`src/design/kfd_pkg.sv`:
```
package kfd_pkg;

    localparam int ByteW  = 8;
    localparam int LenW   = 13;
    localparam int CntW   = 16;

    // KISS special bytes
    localparam logic [ByteW-1:0] FEND  = 8'hC0;
    localparam logic [ByteW-1:0] FESC  = 8'hDB;
    localparam logic [ByteW-1:0] TFEND = 8'hDC;
    localparam logic [ByteW-1:0] TFESC = 8'hDD;

    localparam logic [LenW-1:0] MaxLenReset = 13'd256;

    typedef enum logic [1:0] {
        ST_IDLE  = 2'd0,
        ST_FRAME = 2'd1,
        ST_ESC   = 2'd2,
        ST_SKIP  = 2'd3
    } t_rx_state;

    typedef enum logic [1:0] {
        EV_DATA  = 2'd0,
        EV_DONE  = 2'd1,
        EV_ABORT = 2'd2
    } t_event;

    typedef struct packed {
        logic [ByteW-1:0] rx_byte;
        logic             buffer_ready;
    } t_in_word;

    typedef struct packed {
        logic [1:0]       event_res;
        logic [ByteW-1:0] data_byte;
        logic [LenW-1:0]  payload_len;
        logic [CntW-1:0]  error_count;
        logic [CntW-1:0]  frame_count;
    } t_out_word;

endpackage

```
`src/design/kfd_if.sv`:
```
interface kfd_in_if;
    logic       valid;
    logic       ready;
    logic [7:0] rx_byte;
    logic       buffer_ready;

    modport source (output valid, output rx_byte, output buffer_ready, input ready);
    modport sink   (input valid, input rx_byte, input buffer_ready, output ready);
endinterface

interface kfd_out_if;
    logic        valid;
    logic        ready;
    logic [1:0]  event_res;
    logic [7:0]  data_byte;
    logic [12:0] payload_len;
    logic [15:0] error_count;
    logic [15:0] frame_count;

    modport source (output valid, output event_res, output data_byte, output payload_len,
                    output error_count, output frame_count, input ready);
    modport sink   (input valid, input event_res, input data_byte, input payload_len,
                    input error_count, input frame_count, output ready);
endinterface

interface kfd_cfg_if;
    logic        valid;
    logic        ready;
    logic [12:0] max_frame_length;

    modport source (output valid, output max_frame_length, input ready);
    modport sink   (input valid, input max_frame_length, output ready);
endinterface

```
`src/design/kfd_in_stage.sv`:
```
module kfd_in_stage (
    input  logic              i_clk,
    input  logic              i_rst_n,
    kfd_in_if.sink            i_in,
    input  logic              i_take,
    output logic              o_valid,
    output kfd_pkg::t_in_word o_word
);
    import kfd_pkg::*;

    logic     r_valid;
    t_in_word r_word;

    assign i_in.ready = !r_valid || i_take;
    assign o_valid    = r_valid;
    assign o_word     = r_word;

    always_ff @(posedge i_clk) begin
        if (!i_rst_n) begin
            r_valid <= 1'b0;
        end else if (i_in.ready) begin
            r_valid <= i_in.valid;
        end
    end

    always_ff @(posedge i_clk) begin
        if (i_in.valid && i_in.ready) begin
            r_word.rx_byte      <= i_in.rx_byte;
            r_word.buffer_ready <= i_in.buffer_ready;
        end
    end

endmodule

```
`src/design/kfd_decoder.sv`:
```
module kfd_decoder (
    input  logic               i_clk,
    input  logic               i_rst_n,
    kfd_cfg_if.sink            i_cfg,
    input  logic               i_valid,
    input  kfd_pkg::t_in_word  i_word,
    input  logic               i_out_free,
    output logic               o_take,
    output logic               o_res_valid,
    output kfd_pkg::t_out_word o_res
);
    import kfd_pkg::*;

    t_rx_state       r_state, n_state, w_state;
    logic [LenW-1:0] r_max;
    logic [LenW-1:0] r_byte_count, n_byte_count, w_byte_count;
    logic            r_skip_first, n_skip_first;
    logic [CntW-1:0] r_errors, n_errors;
    logic [CntW-1:0] r_frames, n_frames;
    logic            w_abort;
    logic [LenW-1:0] w_len_inc;
    logic [ByteW-1:0] b;

    assign b       = i_word.rx_byte;
    assign o_take  = i_valid && i_out_free;
    assign i_cfg.ready = 1'b1;

    // capacity check comes before decode, only while a frame is open
    assign w_abort      = ((r_state == ST_FRAME) || (r_state == ST_ESC)) &&
                          (r_byte_count >= r_max);
    assign w_state      = w_abort ? ST_IDLE : r_state;
    assign w_byte_count = w_abort ? '0 : r_byte_count;
    assign w_len_inc    = w_byte_count + 1'b1;

    // next state
    always_comb begin
        n_state      = w_state;
        n_byte_count = w_byte_count;
        n_skip_first = r_skip_first;
        n_errors     = r_errors + {{(CntW-1){1'b0}}, w_abort};
        n_frames     = r_frames;
        case (w_state)
            ST_IDLE: begin
                if (b == FEND) begin
                    if (!i_word.buffer_ready) begin
                        n_state = ST_SKIP;
                    end else begin
                        n_byte_count = '0;
                        n_skip_first = 1'b1;
                        n_state      = ST_FRAME;
                    end
                end
            end
            ST_FRAME: begin
                if (b == FESC) begin
                    n_state = ST_ESC;
                end else if (b == FEND) begin
                    if (w_byte_count != '0) begin
                        n_frames = r_frames + 1'b1;
                        n_state  = ST_IDLE;
                    end
                end else if (r_skip_first) begin
                    n_skip_first = 1'b0;
                end else begin
                    n_byte_count = w_len_inc;
                end
            end
            ST_ESC: begin
                n_state = ST_FRAME;
                if ((b == TFESC) || (b == TFEND)) begin
                    n_byte_count = w_len_inc;
                end
            end
            ST_SKIP: begin
                if (b == FEND) begin
                    n_state = ST_IDLE;
                end
            end
            default: begin
                n_state = ST_IDLE;
            end
        endcase
    end

    // result word
    always_comb begin
        o_res_valid       = w_abort;
        o_res.event_res   = EV_ABORT;
        o_res.data_byte   = '0;
        o_res.payload_len = r_byte_count;
        o_res.error_count = n_errors;
        o_res.frame_count = n_frames;
        case (w_state)
            ST_FRAME: begin
                if (b == FEND) begin
                    if (w_byte_count != '0) begin
                        o_res_valid       = 1'b1;
                        o_res.event_res   = EV_DONE;
                        o_res.payload_len = w_byte_count;
                    end
                end else if ((b != FESC) && !r_skip_first) begin
                    o_res_valid       = 1'b1;
                    o_res.event_res   = EV_DATA;
                    o_res.data_byte   = b;
                    o_res.payload_len = w_len_inc;
                end
            end
            ST_ESC: begin
                if ((b == TFESC) || (b == TFEND)) begin
                    o_res_valid       = 1'b1;
                    o_res.event_res   = EV_DATA;
                    o_res.data_byte   = (b == TFESC) ? FESC : FEND;
                    o_res.payload_len = w_len_inc;
                end
            end
            default: begin
            end
        endcase
        o_res_valid = o_res_valid && o_take;
    end

    always_ff @(posedge i_clk) begin
        if (!i_rst_n) begin
            r_state      <= ST_IDLE;
            r_byte_count <= '0;
            r_skip_first <= 1'b0;
            r_errors     <= '0;
            r_frames     <= '0;
        end else if (o_take) begin
            r_state      <= n_state;
            r_byte_count <= n_byte_count;
            r_skip_first <= n_skip_first;
            r_errors     <= n_errors;
            r_frames     <= n_frames;
        end
    end

    always_ff @(posedge i_clk) begin
        if (!i_rst_n) begin
            r_max <= MaxLenReset;
        end else if (i_cfg.valid) begin
            r_max <= i_cfg.max_frame_length;
        end
    end

    a_abort_counts: assert property (@(posedge i_clk) disable iff (!i_rst_n)
        (o_take && w_abort) |=> (r_errors == $past(r_errors) + 1'b1))
        else $error("overflow abort did not bump error count");

    a_done_counts: assert property (@(posedge i_clk) disable iff (!i_rst_n)
        (o_res_valid && (o_res.event_res == EV_DONE)) |=>
        (r_frames == $past(r_frames) + 1'b1) && (r_state == ST_IDLE))
        else $error("frame completion did not count or close frame");

    a_esc_exit: assert property (@(posedge i_clk) disable iff (!i_rst_n)
        (o_take && (r_state == ST_ESC)) |=>
        ((r_state == ST_FRAME) || (r_state == ST_IDLE) || (r_state == ST_SKIP)))
        else $error("escape state held past one byte");

endmodule

```
`src/design/kfd_out_reg.sv`:
```
module kfd_out_reg (
    input  logic               i_clk,
    input  logic               i_rst_n,
    input  logic               i_load,
    input  kfd_pkg::t_out_word i_res,
    output logic               o_free,
    kfd_out_if.source          o_out
);
    import kfd_pkg::*;

    logic      r_valid;
    t_out_word r_res;

    assign o_free            = !r_valid || o_out.ready;
    assign o_out.valid       = r_valid;
    assign o_out.event_res   = r_res.event_res;
    assign o_out.data_byte   = r_res.data_byte;
    assign o_out.payload_len = r_res.payload_len;
    assign o_out.error_count = r_res.error_count;
    assign o_out.frame_count = r_res.frame_count;

    always_ff @(posedge i_clk) begin
        if (!i_rst_n) begin
            r_valid <= 1'b0;
        end else if (o_free) begin
            r_valid <= i_load;
        end
    end

    always_ff @(posedge i_clk) begin
        if (i_load && o_free) begin
            r_res <= i_res;
        end
    end

endmodule

```
`src/design/kiss_frame_deframer.sv`:
```
// Channel   Dir  Payload                                            Handshake
// i_in      in   rx_byte[7:0], buffer_ready                         valid/ready
// o_out     out  event_res[1:0], data_byte[7:0], payload_len[12:0],
//                error_count[15:0], frame_count[15:0]               valid/ready
// i_cfg     in   max_frame_length[12:0]                             valid/ready (ready tied 1)
//
// One word per cycle while the result register is free or draining. A word accepted
// into the input register is decoded from there into the result register.
// Reset (i_rst_n low, sync) clears control state, counters, and sets capacity to 256.
// A stalled output holds its word; input keeps flowing as long as the result
// register is free or is being drained in the same cycle.
module kiss_frame_deframer (
    input  logic      i_clk,
    input  logic      i_rst_n,
    kfd_in_if.sink    i_in,
    kfd_cfg_if.sink   i_cfg,
    kfd_out_if.source o_out
);
    import kfd_pkg::*;

    logic      w_in_valid;
    t_in_word  w_in_word;
    logic      w_take;
    logic      w_out_free;
    logic      w_res_valid;
    t_out_word w_res;

    // input register; drains whenever the decoder takes a word
    kfd_in_stage u_in_stage (
        .i_clk   (i_clk),
        .i_rst_n (i_rst_n),
        .i_in    (i_in),
        .i_take  (w_take),
        .o_valid (w_in_valid),
        .o_word  (w_in_word)
    );

    // KISS state machine, capacity register, counters
    kfd_decoder u_decoder (
        .i_clk       (i_clk),
        .i_rst_n     (i_rst_n),
        .i_cfg       (i_cfg),
        .i_valid     (w_in_valid),
        .i_word      (w_in_word),
        .i_out_free  (w_out_free),
        .o_take      (w_take),
        .o_res_valid (w_res_valid),
        .o_res       (w_res)
    );

    // result register; words that decode to nothing are simply consumed
    kfd_out_reg u_out_reg (
        .i_clk   (i_clk),
        .i_rst_n (i_rst_n),
        .i_load  (w_res_valid),
        .i_res   (w_res),
        .o_free  (w_out_free),
        .o_out   (o_out)
    );

endmodule

```
`src/flat_wrapper.sv`:
```
// flat-port wrapper written by rule: the top's interface ports become plain ports
module kiss_frame_deframer_flat import kfd_pkg::*;
  (i_clk, i_rst_n, i_in_valid, i_in_rx_byte, i_in_buffer_ready, i_in_ready, i_cfg_valid, i_cfg_max_frame_length, i_cfg_ready, o_out_valid, o_out_event_res, o_out_data_byte, o_out_payload_len, o_out_error_count, o_out_frame_count, o_out_ready);
  kfd_in_if i_in_i ();
  kfd_cfg_if i_cfg_i ();
  kfd_out_if o_out_i ();
  input  logic i_clk;
  input  logic i_rst_n;
  input wire logic [$bits(i_in_i.valid)-1:0] i_in_valid;
  input wire logic [$bits(i_in_i.rx_byte)-1:0] i_in_rx_byte;
  input wire logic [$bits(i_in_i.buffer_ready)-1:0] i_in_buffer_ready;
  output wire logic [$bits(i_in_i.ready)-1:0] i_in_ready;
  input wire logic [$bits(i_cfg_i.valid)-1:0] i_cfg_valid;
  input wire logic [$bits(i_cfg_i.max_frame_length)-1:0] i_cfg_max_frame_length;
  output wire logic [$bits(i_cfg_i.ready)-1:0] i_cfg_ready;
  output wire logic [$bits(o_out_i.valid)-1:0] o_out_valid;
  output wire logic [$bits(o_out_i.event_res)-1:0] o_out_event_res;
  output wire logic [$bits(o_out_i.data_byte)-1:0] o_out_data_byte;
  output wire logic [$bits(o_out_i.payload_len)-1:0] o_out_payload_len;
  output wire logic [$bits(o_out_i.error_count)-1:0] o_out_error_count;
  output wire logic [$bits(o_out_i.frame_count)-1:0] o_out_frame_count;
  input wire logic [$bits(o_out_i.ready)-1:0] o_out_ready;
  assign i_in_i.valid = i_in_valid;
  assign i_in_i.rx_byte = i_in_rx_byte;
  assign i_in_i.buffer_ready = i_in_buffer_ready;
  assign i_in_ready = i_in_i.ready;
  assign i_cfg_i.valid = i_cfg_valid;
  assign i_cfg_i.max_frame_length = i_cfg_max_frame_length;
  assign i_cfg_ready = i_cfg_i.ready;
  assign o_out_valid = o_out_i.valid;
  assign o_out_event_res = o_out_i.event_res;
  assign o_out_data_byte = o_out_i.data_byte;
  assign o_out_payload_len = o_out_i.payload_len;
  assign o_out_error_count = o_out_i.error_count;
  assign o_out_frame_count = o_out_i.frame_count;
  assign o_out_i.ready = o_out_ready;
  kiss_frame_deframer u_core (.i_clk(i_clk), .i_rst_n(i_rst_n), .i_in(i_in_i), .i_cfg(i_cfg_i), .o_out(o_out_i));
endmodule
```
`config.mk`:
```
export PLATFORM = sky130hd
export DESIGN_NAME = kiss_frame_deframer_flat
export DESIGN_NICKNAME = d
export VERILOG_FILES = /design/src/design/kfd_pkg.sv /design/src/design/kfd_if.sv /design/src/design/kfd_in_stage.sv /design/src/design/kfd_decoder.sv /design/src/design/kfd_out_reg.sv /design/src/design/kiss_frame_deframer.sv /design/src/flat_wrapper.sv
export SDC_FILE = /design/constraint.sdc
export NUM_CORES = 1
export LEC_CHECK = 0
export BUFFER_PORTS_ARGS = -buffer_cell sky130_fd_sc_hd__buf_2
export CAP_MARGIN = 20
export CORE_MARGIN = 2
export CORE_UTILIZATION = 32
export DETAILED_ROUTE_END_ITERATION = 8
export PLACE_DENSITY = 0.58
export SYNTH_ARGS = -nofsm -noshare
export SYNTH_HDL_FRONTEND = slang
export SYNTH_HIERARCHICAL = 1
export SYNTH_SLANG_ARGS = --single-unit
```
`constraint.sdc`:
```
create_clock -name i_clk -period 6.27 [get_ports i_clk]
set_input_delay 0 -clock i_clk [delete_from_list [all_inputs] [get_ports i_clk]]
set_output_delay 0 -clock i_clk [all_outputs]
set_load 0.03 [all_outputs]
```
* Yosys cells after proc, flatten, opt, wreduce, memory -nomap -nowiden
Cells that the tools add are included.
** Storage, ports and cells
- Register bits :: 127
- Bits of input ports :: 27
- Output and inout bits :: 58
- Word-level logic and storage cells :: 89
** Operators by class
- Add/subtract/negate cells :: 3
- $lt $le $gt $ge :: 1
- Eq/ne operators :: 14
- Muxes and demuxes :: 39
- Reductions and logical operators :: 17
** Operators with widths (count)
- $mux W13 :: 9
- $mux W16 :: 4
- $mux W23 :: 2
- $pmux W23 S2 :: 1
- $pmux W13 S3 :: 1
- $eq A8 B8 Y1 const B :: 4
- $mux W2 :: 9
- $add A16 B1 Y16 :: 1
- $add A16 B1 Y16 const B :: 1
- $add A13 B1 Y13 const B :: 1
- $ge A13 B13 Y1 :: 1
- $reduce_bool A13 Y1 :: 1
- $mux W1 :: 8
- $mux W8 :: 1
- $ne A8 B8 Y1 const B :: 1
- $pmux W2 S4 :: 1
- $eq A2 B2 Y1 const B :: 3
- $logic_and A1 B1 Y1 :: 6
- $ne A2 B2 Y1 const B :: 3
- $reduce_and A6 Y1 :: 1
- $mux W5 :: 1
- $eq A2 B1 Y1 const B :: 2
- $logic_or A1 B1 Y1 :: 4
- $pmux W1 S2 :: 2
- 4 further kinds :: 6

* Depth between registers and ports, before layout
Gate-level depths: netlist (run 1).
- Depth in word-level cells :: 10
- Depth in mapped cells :: 19
- Depth with buffers taken out :: 17

* By module
Netlist (run 1), hierarchy kept.
** Modules (own cells, without submodules)
- kfd_decoder :: instances 1, cells each 695, area each 5012.3 um^2, sequential area each 1221.2 um^2
- kfd_out_reg :: instances 1, cells each 60, area each 1709.1 um^2, sequential area each 1671.6 um^2
- kfd_in_stage :: instances 1, cells each 14, area each 327.8 um^2, sequential area each 290.3 um^2

* Least setup slack after synthesis (run 1)
OpenSTA, ideal clock, no wires.
- Path type :: register to register
- Start :: register u_core.u_decoder.r_max[6]
- End :: register u_core.u_out_reg.r_res (netlist bit u_core/u_out_reg/o_out.data_byte[0]) (enable)
- Setup time :: 0.374 ns
- Data arrival time :: 3.586 ns
- Data required time :: 5.896 ns
- Setup slack :: 2.310 ns
- Stages on the path, launching flop included :: 18
- Buffers on the path :: 5
- Clock period less this slack :: 3.960 ns
- Cells stage by stage :: dfxtp_1 > inv_1 > ha_1 > a211oi_1 > nor2_1 > nor3_2 > a31o_2 > buf_2 > buf_1 > nand2_1 > inv_1 > ha_1 > clkbuf_1 > clkbuf_1 > clkbuf_1 > nor3_1 > a21oi_1 > and2_4
** Between the ends
- Cells in the longest elaborated chain, start to end :: 9
- Elaborated cells on any way between the ends :: 14
- Those cells by class :: 1 x order compare; 2 x eq/ne; 7 x mux; 4 x reduce/logical
** Ends and longest elaborated chain
- start: declaration :: line kfd_decoder.sv:15 : logic [LenW-1:0] r_max;
- start signal: assignment :: line kfd_decoder.sv:140 : r_max <= MaxLenReset;
- start signal: assignment :: line kfd_decoder.sv:142 : r_max <= i_cfg.max_frame_length;
- $ge A13 B13 Y1 (*) :: line kfd_decoder.sv:30 : (r_byte_count >= r_max);
- $logic_and A1 B1 Y1 (*) :: line kfd_decoder.sv:29 : assign w_abort = ((r_state == ST_FRAME) || (r_state == ST_ESC)) &&
- $mux W13 :: line kfd_decoder.sv:32 : assign w_byte_count = w_abort ? '0 : r_byte_count;
- $reduce_bool A13 Y1 :: line kfd_decoder.sv:96 : if (w_byte_count != '0) begin
- $mux W1 :: line kfd_decoder.sv:96
- $mux W1 :: line kfd_decoder.sv:95 : if (b == FEND) begin
- $pmux W1 S2 (*) :: line kfd_decoder.sv:93 : case (w_state)
- $logic_and A1 B1 Y1 (*) :: line kfd_decoder.sv:119 : o_res_valid = o_res_valid && o_take;
- via u_core.w_res_valid :: line kiss_frame_deframer.sv:25 : logic w_res_valid;
- $logic_and A1 B1 Y1 (*) :: line kfd_out_reg.sv:31 : if (i_load && o_free) begin
- end signal: assignment :: line kfd_out_reg.sv:32 : r_res <= i_res;
- end: declaration :: line kfd_out_reg.sv:12 : t_out_word r_res;
The timed path passes the listed nets; every way through them passes the cells marked *.
A chain may end at the register's enable or synchronous reset.

* Worst setup path after layout (run 1)
- Start :: register u_core.u_decoder.r_byte_count[6]
- End :: register u_core.u_out_reg.r_res (netlist bit u_core/u_out_reg/o_out.payload_len[0]) (enable)
** Between the ends
- Cells in the longest elaborated chain, start to end :: 9
- Elaborated cells on any way between the ends :: 14
- Those cells by class :: 1 x order compare; 2 x eq/ne; 7 x mux; 4 x reduce/logical
** Ends and longest elaborated chain
- start: declaration :: line kfd_decoder.sv:16 : logic [LenW-1:0] r_byte_count, n_byte_count, w_byte_count;
- start signal: assignment :: line kfd_decoder.sv:131 : r_byte_count <= n_byte_count;
- $ge A13 B13 Y1 :: line kfd_decoder.sv:30
- $logic_and A1 B1 Y1 :: line kfd_decoder.sv:29
- $mux W13 :: line kfd_decoder.sv:32
- $reduce_bool A13 Y1 :: line kfd_decoder.sv:96
- $mux W1 :: line kfd_decoder.sv:96
- $mux W1 :: line kfd_decoder.sv:95
- $pmux W1 S2 (*) :: line kfd_decoder.sv:93
- $logic_and A1 B1 Y1 (*) :: line kfd_decoder.sv:119
- via u_core.w_res_valid :: line kiss_frame_deframer.sv:25
- $logic_and A1 B1 Y1 (*) :: line kfd_out_reg.sv:31
Marks and branches as above.

==> impl_metrics.csv, run 1 <==
group,metric,value,unit
global_routing,grt_use_met1,21.95,%
placed_design,port_buffers,83,
clock_tree,clk_pin_slew,0.06,ns
yosys,synth-edff-count,64,
cells_and_area,layout_commonest_cell,"buf_2",
clock_tree,cts_tree,"done",
cells_and_area,multiInputGateArea,0.003540,mm2
critical_path,worstPathMaxFanout,55,
critical_path,crit_arrival,4.76,ns
global_routing,grt_max_degree,56,
global_routing,met2_usage,25.89,%
cells_and_area,fin_nets,900,
pwr,powerDensity,223.5,mW/mm2
yosys,yosys_warnings,6,
yosys,synth.yosys.seq_area_share,45.15,%
timing,finalHoldViolCount,0,
yosys,ys_types,75,
critical_path,path_class,"flop to flop",
global_routing,overflow,0,
clock_tree,cts_root_buf,"clkbuf_16",
cells_and_area,syn2layout_area_growth,20.09,%
routing,drt_pass1_iterations,5,
cells_and_area,seq_area,0.003183,mm2
yosys,syn_area,0.007049,mm2
yosys,avgSynthCellArea,9.167,um2
min_path,hold_depth,2,
cells_and_area,diodes,0,
placed_design,hpwl,12.64,mm
timing,drv_slew,0,
pwr,clock_power_share,49.0,%
floorplanning,start_util,32.40,%
yosys,synth_nets,818,
routing,avgRoutedWirePerCell,16.41,um
clock_tree,clock-sinks,127,
critical_path,cp-start-kind,"flop",
pwr,power_frac_seq,46.7,%
clock_tree,h-tree-depth,4,
timing,rsz0062_at_grt,"no",
routing,ant_nets,0,
routing,viasPerCell,5.392,
min_path,worstHoldPathType,"input pin to flop",
floorplanning,placementRows,54,
critical_path,crit_required,6.32,ns
clock_tree,numCtsBuffers,17,
timing,slew_headroom,36.80,%
min_path,min_to,"u_core/u_decoder/r_max[8]$_SDFFE_PN1P_",
routing,totalWireLength,18.78,mm
pwr,p_leak,2.954,nW
timing,period_share,75.08,%
pwr,power_frac_comb,4.3,%
floorplanning,pin_count,85,
critical_path,r2r-end,"u_core/u_out_reg/o_out.payload_len[0]$_DFFE_PP_",
floorplanning,die_w,152.4,um
cells_and_area,drive_gt1_share,16.67,%
outcome,status,"complete, no violations",
yosys,synthFlopType,"edfxtp_1",
cells_and_area,final.fill_count,2230,
pwr,p_sw,0.0004295,W
flow_run,drv_cap,0,
pwr,switching_share,22.70,%
yosys,asyncSetResetFlopFracSynth,0,%
global_routing,grt_usage,16.32,%
cells_and_area,finish.utilization,38.91,%
global_routing,busiest_layer,"met2",
clock_tree,clk_path_buf_depth,2,
routing,drt-initial-drc-count,632,
critical_path,reg2reg_from,"u_core/u_decoder/r_byte_count[6]$_SDFFE_PN0P_",
routing,num_vias,6169,
placed_design,gp_congestion,0.8989,
timing,worstMarginPinSlew,0.9380,ns
cells_and_area,final_cell_mix,"83 x buf_2, 75 x nand2_1, 64 x edfxtp_1, 63 x nor2_1, 63 x dfxtp_1",
floorplanning,core,0.02176,mm2
min_path,hp-start,"i_cfg_valid",
timing,tns,0,ns
yosys,synth_seq_cells,127,
critical_path,r2r_slack,1.56,ns
floorplanning,dieHeight,152.4,um
global_routing,grt_pass1_wl,30.50,mm
routing,drc,0,
global_routing,grt_antenna_before_repair,0,
timing,fin_crit,4.707,ns
clock_tree,cts_resized,0,
pwr,internal-power,0.001463,W
yosys,synthCells,769,
timing,setup_viol,0,
floorplanning,dieArea,0.02323,mm2
critical_path,reg2regPathDepth,15,
critical_path,endpoint_kind,"flop",
timing,fmax,0.2124,GHz
global_routing,met3_usage,3.726,%
clock_tree,clock_latency,0.43,ns
timing,finClkSkew,0.01412,ns
pwr,ir_drop,0.0001360,V
global_routing,grt_pass1_vias,5673,
==> sequential cells by signal, indices dropped and copies added (netlist names) <==
register                            flops
u_core/u_in_stage/o_valid               1
u_core/u_out_reg/o_out.data_byte        8
u_core/u_decoder/r_state                2
u_core/u_in_stage/o_word                9
u_core/u_out_reg/o_out.frame_count     16
u_core/u_out_reg/o_out.event_res        2
u_core/u_out_reg/o_out.error_count     16
u_core/u_decoder/r_frames              16
u_core/u_decoder/r_skip_first           1
u_core/u_decoder/r_byte_count          13
u_core/u_out_reg/o_out.payload_len     13
u_core/u_out_reg/o_out.valid            1
u_core/u_decoder/r_max                 13
u_core/u_decoder/r_errors              16
==> metal layers <==
metal | up-vias | wire length [um] | share of wire, %
met5 | - | 0 | 0
met1 | 2908 | 8443 | 45
met3 | 27 | 1203 | 6.4
met2 | 246 | 8822 | 47
met4 | 0 | 308 | 1.6
li1 | 2988 | - | -
==> worst max-delay path by stage <==
| stage | slack [ns] | depth (start not counted) | endpoint | startpoint |
|---|---|---|---|---|
| 6_report | 1.56 | 15 | u_core/u_out_reg/o_out.payload_len[0]$_DFFE_PP_ | u_core/u_decoder/r_byte_count[6]$_SDFFE_PN0P_ |
| 5_1_grt | 1.18 | 15 | u_core/u_out_reg/o_out.frame_count[5]$_DFFE_PP_ | u_core/u_decoder/r_byte_count[6]$_SDFFE_PN0P_ |
| 4_1_cts | 1.63 | 15 | u_core/u_out_reg/o_out.frame_count[9]$_DFFE_PP_ | u_core/u_decoder/r_byte_count[6]$_SDFFE_PN0P_ |
| 3_5_place_dp | 1.65 | 15 | u_core/u_out_reg/o_out.frame_count[9]$_DFFE_PP_ | u_core/u_decoder/r_byte_count[6]$_SDFFE_PN0P_ |
| 3_3_place_gp | 1.78 | 15 | u_core/u_out_reg/o_out.payload_len[6]$_DFFE_PP_ | u_core/u_decoder/r_byte_count[6]$_SDFFE_PN0P_ |
| 2_1_floorplan | 2.31 | 17 | u_core/u_out_reg/o_out.data_byte[0]$_DFFE_PP_ | u_core/u_decoder/r_max[6]$_SDFFE_PN0P_ |
==> kinds of logic (layout without fill, tap and decap cells) <==
family | after synthesis | after routing | synth area share (%)
buffers and inverters | 83 | 178 | 4.686
flip-flops | 127 | 127 | 45.15
AO/OA/AOI/OAI | 183 | 183 | 17.11
AND/OR/NAND/NOR | 291 | 291 | 20.94
other | 1 | 1 | 0.05320
XOR/XNOR | 39 | 39 | 4.845
multiplexers | 23 | 23 | 3.301
adder cells (fa/ha/maj) | 22 | 22 | 3.905
==> area by class of cell <==
cell class / count / area share (%)
inverters: 32 / 1.419
clock inverters: 10 / 0.9311
clock buffers: 22 / 5.735
multi-input cells: 559 / 41.81
repair buffers: 114 / 8.365
well taps: 280 / 4.138
flip-flops and latches: 127 / 37.60
==> through the flow <==
stage | std cells | area [um2] | total power [W] | hold slack (ns) | setup slack, ns
after floorplan | 769 | 7049 | 0.0009450 | 0.09887 | 2.310
after global placement | 1088 | 7661 | 0.0009694 | 0.1782 | 1.776
after CTS | 1144 | 8466 | 0.001917 | 0.05204 | 1.633
final | 1144 | 8466 | 0.001892 | 0.06613 | 1.563
after global routing | 1144 | 8466 | 0.001964 | 0.08371 | 1.181
after detailed placement | 1088 | 7661 | 0.0009710 | 0.1782 | 1.651
==> cell usage after synthesis, drive strengths merged (19+ instances only) <==
master | count | area share (%)
nand2 | 75 | 4.0
edfxtp | 64 | 27
dfxtp | 63 | 18
nor2 | 63 | 3.4
a21oi | 60 | 4.3
o21ai | 48 | 3.5
nand3 | 38 | 2.7
clkbuf | 37 | 2.0
inv | 30 | 1.6
ha | 22 | 3.9
xor2 | 22 | 2.7
mux2i | 21 | 3.0
nor3 | 19 | 1.4
==> what timing repair did <==
item                                   4_1_cts  5_1_grt
setup buffers                                0        0
hold buffers                                24        0
endpoints found under the hold margin       24        0
==> worst max-delay path, stage by stage (launching register included) <==
cell      delay, ns
dfxtp_1        0.63
ha_1           0.35
a211oi_1       0.21
nor2_1         0.10
nor3_2         0.20
a31o_2         0.48
and2_1         0.23
inv_1          0.05
ha_1           0.27
nor4b_1        0.17
nand3_1        0.18
inv_1          0.07
o21ai_2        0.34
nand2_1        0.14
a21oi_1        0.19
and2_4         0.69
==> power by group through the flow <==
stage / Clock [W] / Combinational (W) / Sequential (W)
after CTS: 0.000952 / 0.0000816 / 0.000883
after global placement: 0 / 0.0000685 / 0.000901
final: 0.000928 / 0.0000807 / 0.000884
after detailed placement: 0 / 0.0000698 / 0.000901
after floorplan: 0 / 0.0000428 / 0.000902
after global routing: 0.000989 / 0.0000899 / 0.000885
Power figures use the tool's default switching activity.
==> run 2: changes to the inputs <==
clock period = 4.5 ns   (was 6.27 ns; I/O delays follow)
==> impl_metrics.csv, run 2 (synthesis gave the netlist of run 1 again) <==
group,metric,value,unit
global_routing,grt_pass1_wl,32.21,mm
critical_path,critPathSlowestCell,"dfxtp_1",
critical_path,cpMostUsedCell,"and2_1",
floorplanning,core,0.02176,mm2
cells_and_area,final_cell_count_no_fill,1179,
routing,drt-initial-drc-count,559,
cells_and_area,diodes,0,
timing,worstMarginPinSlew,0.9216,ns
clock_tree,clk_path_buf_depth,2,
clock_tree,clock-sinks,127,
critical_path,cp-start-kind,"flop",
cells_and_area,final_cell_mix,"84 x buf_2, 75 x nand2_1, 64 x edfxtp_1, 63 x nor2_1, 63 x dfxtp_1",
timing,fin_crit,4.153,ns
critical_path,cp_top_family,"compound AO/OA/AOI/OAI gates",
timing,finClkSkew,0.008746,ns
routing,ant_nets,0,
critical_path,crit_arrival,4.45,ns
routing,drt_pass1_iterations,6,
routing,routed.top_layer,"met4",
routing,viasPerCell,5.346,
clock_tree,clock_latency,0.42,ns
critical_path,worstPathMaxFanout,12,
clock_tree,cts_setup_buffers,0,
routing,totalWireLength,19.55,mm
critical_path,endpoint_kind,"flop",
timing,period_share,92.29,%
routing,met2_length,9.092,mm
routing,drt-met1-wl,8.774,mm
cells_and_area,layout_commonest_cell,"buf_2",
global_routing,grt_antenna_before_repair,0,
placed_design,hpwl,13.66,mm
min_path,worstHoldPathType,"input pin to flop",
timing,fmax,0.2408,GHz
clock_tree,numCtsBuffers,17,
critical_path,crit_required,4.80,ns
timing,setup_viol,0,
critical_path,path_cells,"ha_1, and2_1, o21ai_0, a31o_2, and2_1, ha_2, o211a_1, nand2_1, and2_1, nor3_1, buf_4, nand2_1, o21ai_0, buf_4",
global_routing,grt_pass1_vias,6134,
floorplanning,start_util,32.40,%
clock_tree,cts_tree,"done",
routing,dr_wl_met3,1.233,mm
floorplanning,placementRows,54,
timing,rsz0062_at_grt,"no",
timing,setup_ws,0.3467,ns
timing,tns,0,ns
routing,num_vias,6303,
placed_design,pre_cts_ws,0.3682,ns
placed_design,gp_congestion,0.9105,
pwr,p_leak,3.159,nW
critical_path,path_buf_inv,2,
global_routing,grt_usage,17.08,%
placed_design,port_buffers,83,
cells_and_area,seq_area,0.003183,mm2
critical_path,max_stage_delay,0.56,ns
global_routing,grt_max_degree,33,
cells_and_area,drive_gt1_share,20.13,%
clock_tree,cts_root_buf,"clkbuf_16",
clock_tree,h-tree-depth,4,
placed_design,dp.cells,1123,
critical_path,path_class,"flop to flop",
routing,avgRoutedWirePerCell,16.58,um
timing,finalHoldViolCount,0,
floorplanning,dieArea,0.02323,mm2
cells_and_area,multiInputGateArea,0.003542,mm2
pwr,ir_drop,0.0001845,V
clock_tree,clk_pin_slew,0.06,ns
cells_and_area,syn2layout_area_growth,24.80,%
floorplanning,dieHeight,152.4,um
floorplanning,die_w,152.4,um
global_routing,overflow,0,
outcome,status,"complete, no violations",
pwr,powerDensity,314.5,mW/mm2
floorplanning,pin_count,85,
cells_and_area,fin_nets,935,
flow_run,drv_cap,0,
timing,slew_headroom,38.20,%
routing,drc,0,
cells_and_area,final.fill_count,2199,
timing,drv_slew,0,
[run 2: changes by cell type in the layout (fill, tap and decap cells not counted), moves of 2 or more]
cell,before,now
bufinv_16,0,3
clkbuf_1,2,0
buf_12,0,2
clkbuf_8,2,0
clkinvlp_4,4,2
buf_4,7,39
[run 2: per-layer routing]
metal / up-vias / track usage (%)
met4: 0 / 6.658
met2: 216 / 27.33
met3: 42 / 3.299
li1: 3054 / -
met1: 2991 / 22.91
met5: - / 0
[run 2: worst paths after layout]
kind / slack [ns] / endpoint / from / cells after the start
setup reg to reg: 0.35 / u_core/u_out_reg/o_out.payload_len[5]$_DFFE_PP_ / u_core/u_decoder/r_byte_count[4]$_SDFFE_PN0P_ / 14
hold / removal: 0.06 / u_core/u_decoder/r_max[8]$_SDFFE_PN1P_ / i_cfg_valid / 3
setup / recovery: 0.35 / u_core/u_out_reg/o_out.payload_len[5]$_DFFE_PP_ / u_core/u_decoder/r_byte_count[4]$_SDFFE_PN0P_ / 14
hold reg to reg: 0.46 / u_core/u_decoder/r_errors[0]$_SDFFE_PN0P_ / u_core/u_decoder/r_errors[0]$_SDFFE_PN0P_ / 2
[run 2: metrics by stage]
stage / utilization [%] / cell area (um2) / hold slack [ns] / power [W]
floorplan: - / 7049 / 0.09887 / 0.001317
global placement: 36.50 / 7941 / 0.1782 / 0.001354
detailed placement: 36.53 / 7946 / 0.1792 / 0.001356
CTS: 40.42 / 8795 / 0.04828 / 0.002800
global route: 40.44 / 8797 / 0.07906 / 0.002863
finish: 40.44 / 8797 / 0.06283 / 0.002766
[run 2: cell type report]
type                            count  share of cell area, %
Multi-Input combinational cell    559                  40.26
Clock inverter                     15                  2.077
Clock buffer                       17                  4.836
Inverter                           32                  1.365
Timing Repair Buffer              149                  11.29
Sequential cell                   127                  36.18
Tap cell                          280                  3.982
[run 2: timing repair]
action,CTS,global route
gates resized for setup,0,1
hold buffers,24,0
endpoints found under the hold margin,24,0
setup endpoints to repair,0,1
[run 2: power breakdown]
| group | internal [W] | switching (W) |
|---|---|---|
| Clock | 0.000877 | 0.000544 |
| Combinational | 0.0000477 | 0.0000670 |
| Sequential | 0.00122 | 0.00000910 |
[run 2: worst reg2reg max path, delay by kind of cell, from the launching register on]
kind | cells | cell delay (ns)
DFF | 1 | 0.56
AOI/OAI and AO/OA | 4 | 1.37
adders and majority gates | 2 | 0.64
buffers and inverters | 2 | 0.39
and+or+nand+nor | 6 | 1.07
